==> config.mk <==
export PLATFORM = sky130hd
export DESIGN_NAME = adjacent_line_dedup
export DESIGN_NICKNAME = d
export VERILOG_FILES = /design/src/rtl/core/ald_pkg.sv /design/src/rtl/core/adjacent_line_dedup.sv /design/src/rtl/core/ald_datapath.sv /design/src/rtl/core/ald_ctrl.sv
export SDC_FILE = /design/constraint.sdc
export NUM_CORES = 1
export LEC_CHECK = 0
export ABC_CLOCK_PERIOD_IN_PS = 3800
export BUFFER_PORTS_ARGS = -buffer_cell sky130_fd_sc_hd__buf_2
export CAP_MARGIN = 10
export CORE_MARGIN = 8
export CORE_UTILIZATION = 62
export CTS_CLUSTER_DIAMETER = 50
export DETAILED_ROUTE_END_ITERATION = 10
export GPL_ROUTABILITY_DRIVEN = 0
export PLACE_DENSITY = 0.87
export SKIP_LAST_GASP = 1
export SYNTH_ARGS = -nofsm -noshare
export SYNTH_HDL_FRONTEND = slang
export SYNTH_SLANG_ARGS = --single-unit
==> constraint.sdc <==
create_clock -name clk -period 3.8 [get_ports clk]
set_input_delay 0.76 -clock clk [delete_from_list [all_inputs] [get_ports clk]]
set_output_delay 0.76 -clock clk [all_outputs]
set_load 0.02 [all_outputs]
==> src/rtl/core/ald_pkg.sv <==
// Shared types, constants and handshake structs for the adjacent line dedup block.
package ald_pkg;

  localparam int unsigned LINE_MAX_DEF = 32;
  localparam int unsigned COUNT_W      = 24;
  localparam int unsigned CW_W         = 6;
  localparam int unsigned CFG_IDX_W    = 2;

  localparam logic [7:0]         NEWLINE   = 8'd10;
  localparam logic [COUNT_W-1:0] COUNT_MAX = {COUNT_W{1'b1}};

  localparam logic CMD_DATA  = 1'b0;
  localparam logic CMD_FLUSH = 1'b1;

  localparam logic [CFG_IDX_W-1:0] CFG_COUNT_ALL     = 2'd0;
  localparam logic [CFG_IDX_W-1:0] CFG_UNIQUE_ONLY   = 2'd1;
  localparam logic [CFG_IDX_W-1:0] CFG_COMPARE_WIDTH = 2'd2;

  typedef struct packed {
    logic       command;
    logic [7:0] data_byte;
  } in_item_t;

  typedef struct packed {
    logic [7:0]         out_byte;
    logic               has_byte;
    logic [COUNT_W-1:0] repeat_count;
    logic               last_of_line;
  } out_item_t;

  typedef enum logic [2:0] {
    ST_IDLE,
    ST_CMP,
    ST_CLOSE,
    ST_TAIL,
    ST_EM_RD,
    ST_EM_LD,
    ST_AFTER
  } ald_state_t;

  // Controller to datapath
  typedef struct packed {
    logic cap_byte;    // store incoming byte, look up run byte at same position
    logic open_only;   // byte dropped past line limit, line stays open
    logic cmp;         // fold lookup result into prefix mismatch
    logic keep;        // line matches run: bump count
    logic take;        // incoming line becomes the run
    logic clr_inc;     // clear incoming line state
    logic clr_await;   // first line seen
    logic flush_rst;   // back to post-reset run state
    logic em_start;    // emission index to zero
    logic em_load;     // push one item into the output register
    logic em_active;   // read address follows the emission index
  } ald_cmd_t;

  // Datapath to controller
  typedef struct packed {
    logic in_flush;
    logic in_zero;
    logic in_nl;
    logic inc_full;
    logic line_open;
    logic awaiting;
    logic mismatch;    // prefix mismatch including the short-line rule
    logic emit_ok;
    logic em_last;
    logic out_free;
  } ald_stat_t;

endpackage

==> src/rtl/core/adjacent_line_dedup.sv <==
// Top level: adjacent duplicate line filter with configuration port.
//
// Input channel (in_valid, in_stall, in_data): one text byte or an end-of-input
// command per item. Zero bytes are dropped, a newline closes a line, bytes past
// LINE_MAX are dropped while the line stays open.
// Result channel (out_valid, out_stall, out_data): each emitted run comes out as
// one item per byte of its stored line with the run's repeat count; an empty
// line is one item with has_byte clear. last_of_line marks the final item.
// Config channel (cfg_valid, cfg_ready, cfg_index, cfg_data): cfg_ready is
// always high; write only while the block is idle.
// Sequence: a stored data byte is written with a registered lookup of the run
// byte in the line memory, then compared in ST_CMP; a zero byte or a byte past
// LINE_MAX is taken in ST_IDLE alone. A newline passes ST_CLOSE when no run is
// emitted, otherwise ST_EM_RD and ST_EM_LD per emitted byte, then ST_AFTER, an
// order set by the single read port of the line memory; in_stall stays high
// until ST_IDLE. A flush adds one more emission of the last run.
// The output register holds a result while out_stall is high; emission waits,
// but a stalled output never blocks an accepted byte that emits nothing.
// Reset (synchronous, rst_n low) clears the control and config registers and the
// run state; line memories and data registers need no clearing.
module adjacent_line_dedup import ald_pkg::*; #(
  parameter int unsigned LINE_MAX = LINE_MAX_DEF
) (
  input  logic                 clk,
  input  logic                 rst_n,
  input  logic                 in_valid,
  output logic                 in_stall,
  input  in_item_t             in_data,
  output logic                 out_valid,
  input  logic                 out_stall,
  output out_item_t            out_data,
  input  logic                 cfg_valid,
  output logic                 cfg_ready,
  input  logic [CFG_IDX_W-1:0] cfg_index,
  input  logic [CW_W-1:0]      cfg_data
);

  ald_cmd_t  cmd;
  ald_stat_t stat;

  assign cfg_ready = 1'b1;

  ald_ctrl u_ctrl (
    .clk      (clk),
    .rst_n    (rst_n),
    .in_valid (in_valid),
    .in_stall (in_stall),
    .stat     (stat),
    .cmd      (cmd)
  );

  ald_datapath #(
    .LINE_MAX (LINE_MAX)
  ) u_dp (
    .clk       (clk),
    .rst_n     (rst_n),
    .in_data   (in_data),
    .cfg_we    (cfg_valid && cfg_ready),
    .cfg_index (cfg_index),
    .cfg_data  (cfg_data),
    .cmd       (cmd),
    .stat      (stat),
    .out_valid (out_valid),
    .out_stall (out_stall),
    .out_data  (out_data)
  );

endmodule

==> src/rtl/core/ald_datapath.sv <==
// Datapath: line stores, lengths, run count, compare logic and output register.
module ald_datapath import ald_pkg::*; #(
  parameter int unsigned LINE_MAX = LINE_MAX_DEF
) (
  input  logic                 clk,
  input  logic                 rst_n,
  input  in_item_t             in_data,
  input  logic                 cfg_we,
  input  logic [CFG_IDX_W-1:0] cfg_index,
  input  logic [CW_W-1:0]      cfg_data,
  input  ald_cmd_t             cmd,
  output ald_stat_t            stat,
  output logic                 out_valid,
  input  logic                 out_stall,
  output out_item_t            out_data
);

  localparam int unsigned AW    = (LINE_MAX > 1) ? $clog2(LINE_MAX) : 1;
  localparam int unsigned LEN_W = $clog2(LINE_MAX + 1);
  localparam int unsigned DEPTH = 2 << AW;
  localparam logic [LEN_W-1:0] LMAX_L = LEN_W'(LINE_MAX);
  localparam logic [CW_W-1:0]  LMAX_C = CW_W'(LINE_MAX);

  // Two banks: sel_r picks the run line, the other bank takes the incoming line
  logic [7:0]         mem [DEPTH];
  logic [7:0]         rdata_r;
  logic [AW:0]        rd_addr;
  logic               sel_r;
  logic [LEN_W-1:0]   run_len_r;
  logic [LEN_W-1:0]   inc_len_r;
  logic               mismatch_r;
  logic [COUNT_W-1:0] run_count_r;
  logic               await_r;
  logic               open_r;
  logic [LEN_W-1:0]   p_r;
  logic [7:0]         b_r;
  logic [AW-1:0]      idx_r;
  logic               show_r;
  logic               uniq_r;
  logic [CW_W-1:0]    cw_r;
  logic               out_valid_r;
  out_item_t          out_data_r;
  logic [LEN_W-1:0]   lim;
  logic               out_free;

  always_comb begin
    if (cw_r == '0 || cw_r > LMAX_C) begin
      lim = LMAX_L;
    end else begin
      lim = cw_r[LEN_W-1:0];
    end
  end

  assign rd_addr  = cmd.em_active ? {sel_r, idx_r} : {sel_r, inc_len_r[AW-1:0]};
  assign out_free = !out_valid_r || !out_stall;

  assign stat.in_flush  = (in_data.command == CMD_FLUSH);
  assign stat.in_zero   = (in_data.data_byte == 8'd0);
  assign stat.in_nl     = (in_data.data_byte == NEWLINE);
  assign stat.inc_full  = (inc_len_r >= LMAX_L);
  assign stat.line_open = open_r;
  assign stat.awaiting  = await_r;
  assign stat.mismatch  = mismatch_r || (inc_len_r < lim && inc_len_r < run_len_r);
  assign stat.emit_ok   = show_r || !uniq_r || (run_count_r == COUNT_W'(1));
  assign stat.em_last   = (run_len_r == '0) || (LEN_W'(idx_r) + LEN_W'(1) == run_len_r);
  assign stat.out_free  = out_free;

  always_ff @(posedge clk) begin
    if (cmd.cap_byte) begin
      mem[{~sel_r, inc_len_r[AW-1:0]}] <= in_data.data_byte;
      p_r <= inc_len_r;
      b_r <= in_data.data_byte;
    end
    rdata_r <= mem[rd_addr];
  end

  always_ff @(posedge clk) begin
    if (!rst_n) begin
      show_r      <= 1'b0;
      uniq_r      <= 1'b0;
      cw_r        <= '0;
      sel_r       <= 1'b0;
      run_len_r   <= '0;
      inc_len_r   <= '0;
      mismatch_r  <= 1'b0;
      run_count_r <= '0;
      await_r     <= 1'b1;
      open_r      <= 1'b0;
      idx_r       <= '0;
      out_valid_r <= 1'b0;
    end else begin
      if (cfg_we) begin
        case (cfg_index)
          CFG_COUNT_ALL:     show_r <= cfg_data[0];
          CFG_UNIQUE_ONLY:   uniq_r <= cfg_data[0];
          CFG_COMPARE_WIDTH: cw_r   <= cfg_data;
          default: ;
        endcase
      end
      if (cmd.cap_byte) begin
        inc_len_r <= inc_len_r + LEN_W'(1);
        open_r    <= 1'b1;
      end
      if (cmd.open_only) begin
        open_r <= 1'b1;
      end
      if (cmd.cmp && !await_r && p_r < lim && (p_r >= run_len_r || rdata_r != b_r)) begin
        mismatch_r <= 1'b1;
      end
      if (cmd.keep && run_count_r != COUNT_MAX) begin
        run_count_r <= run_count_r + COUNT_W'(1);
      end
      if (cmd.take) begin
        sel_r       <= ~sel_r;
        run_len_r   <= inc_len_r;
        run_count_r <= COUNT_W'(1);
      end
      if (cmd.clr_inc) begin
        inc_len_r  <= '0;
        mismatch_r <= 1'b0;
        open_r     <= 1'b0;
      end
      if (cmd.clr_await) begin
        await_r <= 1'b0;
      end
      if (cmd.flush_rst) begin
        await_r     <= 1'b1;
        run_count_r <= '0;
        run_len_r   <= '0;
        inc_len_r   <= '0;
        mismatch_r  <= 1'b0;
        open_r      <= 1'b0;
      end
      if (cmd.em_start) begin
        idx_r <= '0;
      end else if (cmd.em_load) begin
        idx_r <= idx_r + AW'(1);
      end
      if (cmd.em_load) begin
        out_valid_r <= 1'b1;
      end else if (!out_stall) begin
        out_valid_r <= 1'b0;
      end
    end
  end

  always_ff @(posedge clk) begin
    if (cmd.em_load) begin
      out_data_r.out_byte     <= (run_len_r == '0) ? 8'd0 : rdata_r;
      out_data_r.has_byte     <= (run_len_r != '0);
      out_data_r.repeat_count <= run_count_r;
      out_data_r.last_of_line <= stat.em_last;
    end
  end

  assign out_valid = out_valid_r;
  assign out_data  = out_data_r;

`ifndef NO_ASSERTIONS
  // a held result must never be overwritten
  a_no_overwrite: assert property (@(posedge clk) disable iff (!rst_n)
    cmd.em_load |-> out_free)
    else $error("output register overwritten while stalled");

  a_empty_is_last: assert property (@(posedge clk) disable iff (!rst_n)
    (out_valid_r && !out_data_r.has_byte) |-> out_data_r.last_of_line)
    else $error("empty line item not marked last");

  a_await_no_run: assert property (@(posedge clk) disable iff (!rst_n)
    await_r |-> (run_count_r == '0 && run_len_r == '0))
    else $error("run state present while awaiting first line");

  a_len_bound: assert property (@(posedge clk) disable iff (!rst_n)
    cmd.cap_byte |=> (inc_len_r <= LMAX_L && open_r))
    else $error("incoming line length beyond limit");
`endif

endmodule

==> src/rtl/core/ald_ctrl.sv <==
// Controller: sequences byte compare, line close, run emission and flush.
module ald_ctrl import ald_pkg::*; (
  input  logic      clk,
  input  logic      rst_n,
  input  logic      in_valid,
  output logic      in_stall,
  input  ald_stat_t stat,
  output ald_cmd_t  cmd
);

  ald_state_t state_r, state_nxt;
  logic       flushing_r, flushing_nxt;
  logic       tail_r, tail_nxt;
  logic       accept;

  assign in_stall = (state_r != ST_IDLE);
  assign accept   = in_valid && (state_r == ST_IDLE);

  always_ff @(posedge clk) begin
    if (!rst_n) begin
      state_r    <= ST_IDLE;
      flushing_r <= 1'b0;
      tail_r     <= 1'b0;
    end else begin
      state_r    <= state_nxt;
      flushing_r <= flushing_nxt;
      tail_r     <= tail_nxt;
    end
  end

  // next state
  always_comb begin
    state_nxt    = state_r;
    flushing_nxt = flushing_r;
    tail_nxt     = tail_r;
    case (state_r)
      ST_IDLE: begin
        if (accept) begin
          if (stat.in_flush) begin
            flushing_nxt = 1'b1;
            if (stat.line_open) begin
              state_nxt = ST_CLOSE;
            end else if (!stat.awaiting) begin
              state_nxt = ST_TAIL;
            end else begin
              flushing_nxt = 1'b0;
            end
          end else if (stat.in_nl) begin
            flushing_nxt = 1'b0;
            state_nxt    = ST_CLOSE;
          end else if (!stat.in_zero && !stat.inc_full) begin
            state_nxt = ST_CMP;
          end
        end
      end
      ST_CMP: state_nxt = ST_IDLE;
      ST_CLOSE: begin
        if (!stat.awaiting && stat.mismatch && stat.emit_ok) begin
          tail_nxt  = 1'b0;
          state_nxt = ST_EM_RD;
        end else begin
          state_nxt = flushing_r ? ST_TAIL : ST_IDLE;
        end
      end
      ST_TAIL: begin
        if (stat.emit_ok) begin
          tail_nxt  = 1'b1;
          state_nxt = ST_EM_RD;
        end else begin
          flushing_nxt = 1'b0;
          state_nxt    = ST_IDLE;
        end
      end
      ST_EM_RD: state_nxt = ST_EM_LD;
      ST_EM_LD: begin
        if (stat.out_free) begin
          state_nxt = stat.em_last ? ST_AFTER : ST_EM_RD;
        end
      end
      ST_AFTER: begin
        if (tail_r) begin
          tail_nxt     = 1'b0;
          flushing_nxt = 1'b0;
          state_nxt    = ST_IDLE;
        end else begin
          state_nxt = flushing_r ? ST_TAIL : ST_IDLE;
        end
      end
      default: state_nxt = ST_IDLE;
    endcase
  end

  // commands
  always_comb begin
    cmd = '0;
    case (state_r)
      ST_IDLE: begin
        if (accept) begin
          if (stat.in_flush) begin
            if (!stat.line_open && stat.awaiting) begin
              cmd.flush_rst = 1'b1;
            end
          end else if (!stat.in_zero && !stat.in_nl) begin
            cmd.cap_byte  = !stat.inc_full;
            cmd.open_only = stat.inc_full;
          end
        end
      end
      ST_CMP: cmd.cmp = 1'b1;
      ST_CLOSE: begin
        if (stat.awaiting) begin
          cmd.take      = 1'b1;
          cmd.clr_await = 1'b1;
          cmd.clr_inc   = 1'b1;
        end else if (!stat.mismatch) begin
          cmd.keep    = 1'b1;
          cmd.clr_inc = 1'b1;
        end else if (stat.emit_ok) begin
          cmd.em_start = 1'b1;
        end else begin
          cmd.take    = 1'b1;
          cmd.clr_inc = 1'b1;
        end
      end
      ST_TAIL: begin
        if (stat.emit_ok) begin
          cmd.em_start = 1'b1;
        end else begin
          cmd.flush_rst = 1'b1;
        end
      end
      ST_EM_RD: cmd.em_active = 1'b1;
      ST_EM_LD: begin
        cmd.em_active = 1'b1;
        cmd.em_load   = stat.out_free;
      end
      ST_AFTER: begin
        if (tail_r) begin
          cmd.flush_rst = 1'b1;
        end else begin
          cmd.take    = 1'b1;
          cmd.clr_inc = 1'b1;
        end
      end
      default: ;
    endcase
  end

`ifndef NO_ASSERTIONS
  a_load_in_emit: assert property (@(posedge clk) disable iff (!rst_n)
    cmd.em_load |-> $past(state_r) == ST_EM_RD || $past(state_r) == ST_EM_LD)
    else $error("item loaded outside emission");

  a_cmp_follows_cap: assert property (@(posedge clk) disable iff (!rst_n)
    cmd.cap_byte |=> cmd.cmp)
    else $error("byte capture not followed by compare");

  a_tail_flushing: assert property (@(posedge clk) disable iff (!rst_n)
    tail_r |-> flushing_r)
    else $error("tail emission outside flush");
`endif

endmodule
==> results.md <==
* Outcome: finished clean
* Fillers at 2476
* Area of the multi-input gates at 0.006713 sq mm
* Clock transition at path regs at 70 ps
* Seq cells post-synth at 627
* Row cnt at 74
* Initial drt markers at 3044
* Cells after synthesis at 1895
* Clock Sink Count at 627
* Post-synth EDFFs at 560
* Final setup fails at 0
* Pwr per Cell Area at 495.3 mW/mm^2
* H-tree levels at 2
* Post-CTS Setup Inserts at 0
* Slew headroom at 0.2250
* Vias in the first global route at 16630
* Crit path launch type: flip-flop
* DRC at 0
* Async SR Flop Fraction at 0
* Worst-Skew Late Latency at 630 ps
* Width of the chip at 218.2 um
* Detailed Routing Iterations Pass 1 at 7
* Slew Limit Fails at 0
* Die H at 218.2 um
* Syn_area_per_cell at 13.37 sq um
* Peak supply drop at 0.3796 mV
* Layout cells sized above 1 at 0.1124
* Initial Utilization at 0.6250
* Root Buffer: clkbuf_16
* Total Power at 14.04 mW
* Post-synth top area share at 0.6635
* FF+latch area at 0.01816 sq mm
* Antenna violations before repair at 1
* Synth-to-layout area growth at 11.83%
* TritonCTS clock tree: built
* # port buffers at 57
* Core area at 0.04055 sq mm
* Main synth FF type: edfxtp_1
* Max Buffers Root-to-Sink at 3
* Nets at 2017
* Worst path cell trace: nand2b_1 -> mux2_4 -> buf_4 -> nand2_1 -> a21oi_1 -> nor3_1 -> o221ai_1 -> nor4_1 -> o31ai_1
* Hold Path Class: in2reg
* Overflow after GRT at 0
* Global-route wire length before repair at 99.29 mm
* Max Clock Freq at 269.6 MHz
* Area leader, netlist: edfxtp_1
* Final min period at 3709 ps
* Routed vias at 17070
* Setup_tns at 0 ps
* Max_cap viols at 0
* CP endpoint kind: flip-flop
* Syn Std Cell Area at 0.02535 sq mm
* Warnings, synthesis at 0
* Dpl cells at 2439
* GRT Total Usage at 0.2732
* Lkg Pwr at 9.431 nW
* Post-route ant nets at 0
* Mapped Nets at 1943
* Register area share after synthesis at 0.7164
* Post-synth cell types at 66
* Worst-Margin Slew at 1138 ps
* Final Non-Filler Cells at 2553
* Post-cts sizing count at 0
* Final instance area at 0.02834 sq mm
* Total CTS buffers at 60
* Peak fanout along the critical path at 51
* Vias/cell at 6.684
* Unrepaired setup endpoints after global routing: no
* Slowest cell on crit path: nor4_1
* Die area at 0.04760 sq mm
* Top post-synthesis cells by area: edfxtp_1 66%, dfxtp_1 5.3%, nand2_1 5.0%
* Final Hold Vio Count at 0
* Slowest stage delay, CP at 830 ps
* DRT Wirelength at 65.73 mm
* Routed len/inst at 25.75 um
* Skew final at 23.38 ps
* HPWL after detailed placement at 40.28 mm
* Data required, critical path at 4280 ps
* Hold Buf Count CTS at 0
* Largest net degree at the start of global routing at 67
* Ports at 59
* Placed cell areas at 0.02640 sq mm
* Critical path type: reg2reg
* CP arrival at 4180 ps
* Fin crit share at 0.9759
[worst paths after layout]
check / slack, ps / startpoint / endpoint / cells past startpoint
worst max-delay path: 90 / u_ctrl.state_r[1] / u_dp.rdata_r[3] / 9
worst min-delay path: 410 / cfg_data[5] / u_dp.cw_r[5] / 3
worst min register to register: 530 / u_ctrl.flushing_r / u_ctrl.flushing_r / 2
worst max register to register: 90 / u_ctrl.state_r[1] / u_dp.rdata_r[3] / 9
[placed cells by master, fill, tap and decap left out, drive strengths merged, types with 15 or more instances in the layout]
cell type  count
nand3         17
inv           28
o22ai         15
o221ai        23
xor2          28
edfxtp       560
or4           16
nor3          37
buf          113
nor4          25
ha            26
clkinv        26
a221oi        34
clkbuf        73
xnor2         17
a21oi        189
nand4         15
dfxtp         67
mux2i         97
nor2         140
nand2        335
[power breakdown]
| part | internal [mW] | switching, mW | total [mW] |
|---|---|---|---|
| combinational | 0.149 | 0.411 | 0.560 |
| sequential | 7.53 | 0.0425 | 7.58 |
| clock | 3.32 | 2.59 | 5.90 |
[sequential cells by signal (all words and copies together) (netlist names)]
register,count
u_dp.p_r,6
u_dp.mismatch_r,1
u_dp.rdata_r,8
u_dp.run_count_r,24
u_dp.cw_r,6
u_dp.run_len_r,6
u_dp.show_r,1
u_dp.out_data,34
u_dp.b_r,8
u_dp.sel_r,1
u_dp.inc_len_r,6
u_ctrl.state_r,3
u_ctrl.tail_r,1
u_dp.idx_r,5
u_dp.await_r,1
u_dp.out_valid,1
u_dp.uniq_r,1
u_dp.mem,512
u_dp.open_r,1
u_ctrl.flushing_r,1
[metal layers]
metal	wire length (um)	track usage	up-vias
met1	22820	0.3536	8107
met2	30420	0.4297	1477
li1	-	-	7222
met4	3577	0.1402	0
met5	0	0	-
met3	8923	0.06526	259
[synth_stat cells, types with 8 or more instances]
cell type	number
a21oi_1	189
a221oi_1	34
and2_1	13
buf_1	16
buf_2	25
clkbuf_1	55
dfxtp_1	67
edfxtp_1	560
ha_1	26
inv_1	22
mux2i_1	96
nand2_1	335
nand2b_1	8
nand3_1	17
nand4_1	15
nor2_1	140
nor2b_1	13
nor3_1	35
nor4_1	25
o21ai_0	10
o221ai_1	23
o22ai_1	15
o31ai_1	11
or4_1	15
xnor2_1	17
xor2_1	28
[worst max-delay path: cells and delay by family (launching register included)]
family / cells / cell delay, ps
compound gates: 3 / 510
flops: 1 / 330
simple gates: 4 / 1730
buf+inv: 1 / 360
mux: 1 / 590
[final cells by class]
class                           count  share of cell area
Clock inverter                     39             0.01267
Multi-Input combinational cell   1145              0.2368
Antenna cell                        2           0.0001766
Timing Repair Buffer              113             0.02755
Tap cell                          532             0.02348
Sequential cell                   627              0.6406
Inverter                           22            0.002914
Clock buffer                       73             0.05575
[kinds of logic (layout without fill, tap and decap cells)]
family                   count (synthesis)  after routing  share of synthesized area
XOR/XNOR                                45             45                    0.01555
AO/OA/AOI/OAI                          323            323                    0.07963
flip-flops                             627            627                     0.7164
other                                    1              3                  0.0001480
buffers and inverters                  123            247                    0.02063
adder cells (fa/ha/maj)                 26             26                    0.01283
AND/OR/NAND/NOR                        649            649                     0.1138
multiplexers                           101            101                    0.04097
[stage by stage]
| step | setup WS, ps | utilization | hold WS, ps |
|---|---|---|---|
| final | 91.42 | 0.6989 | 414.0 |
| after global placement | 388.8 | 0.6510 | 484.5 |
| after detailed placement | 323.2 | 0.6510 | 494.7 |
| after floorplan | 662.9 | - | 446.4 |
| after CTS | 261.6 | 0.6988 | 387.0 |
| after global routing | 17.02 | 0.6988 | 436.3 |
Power figures use the tool's default switching activity.
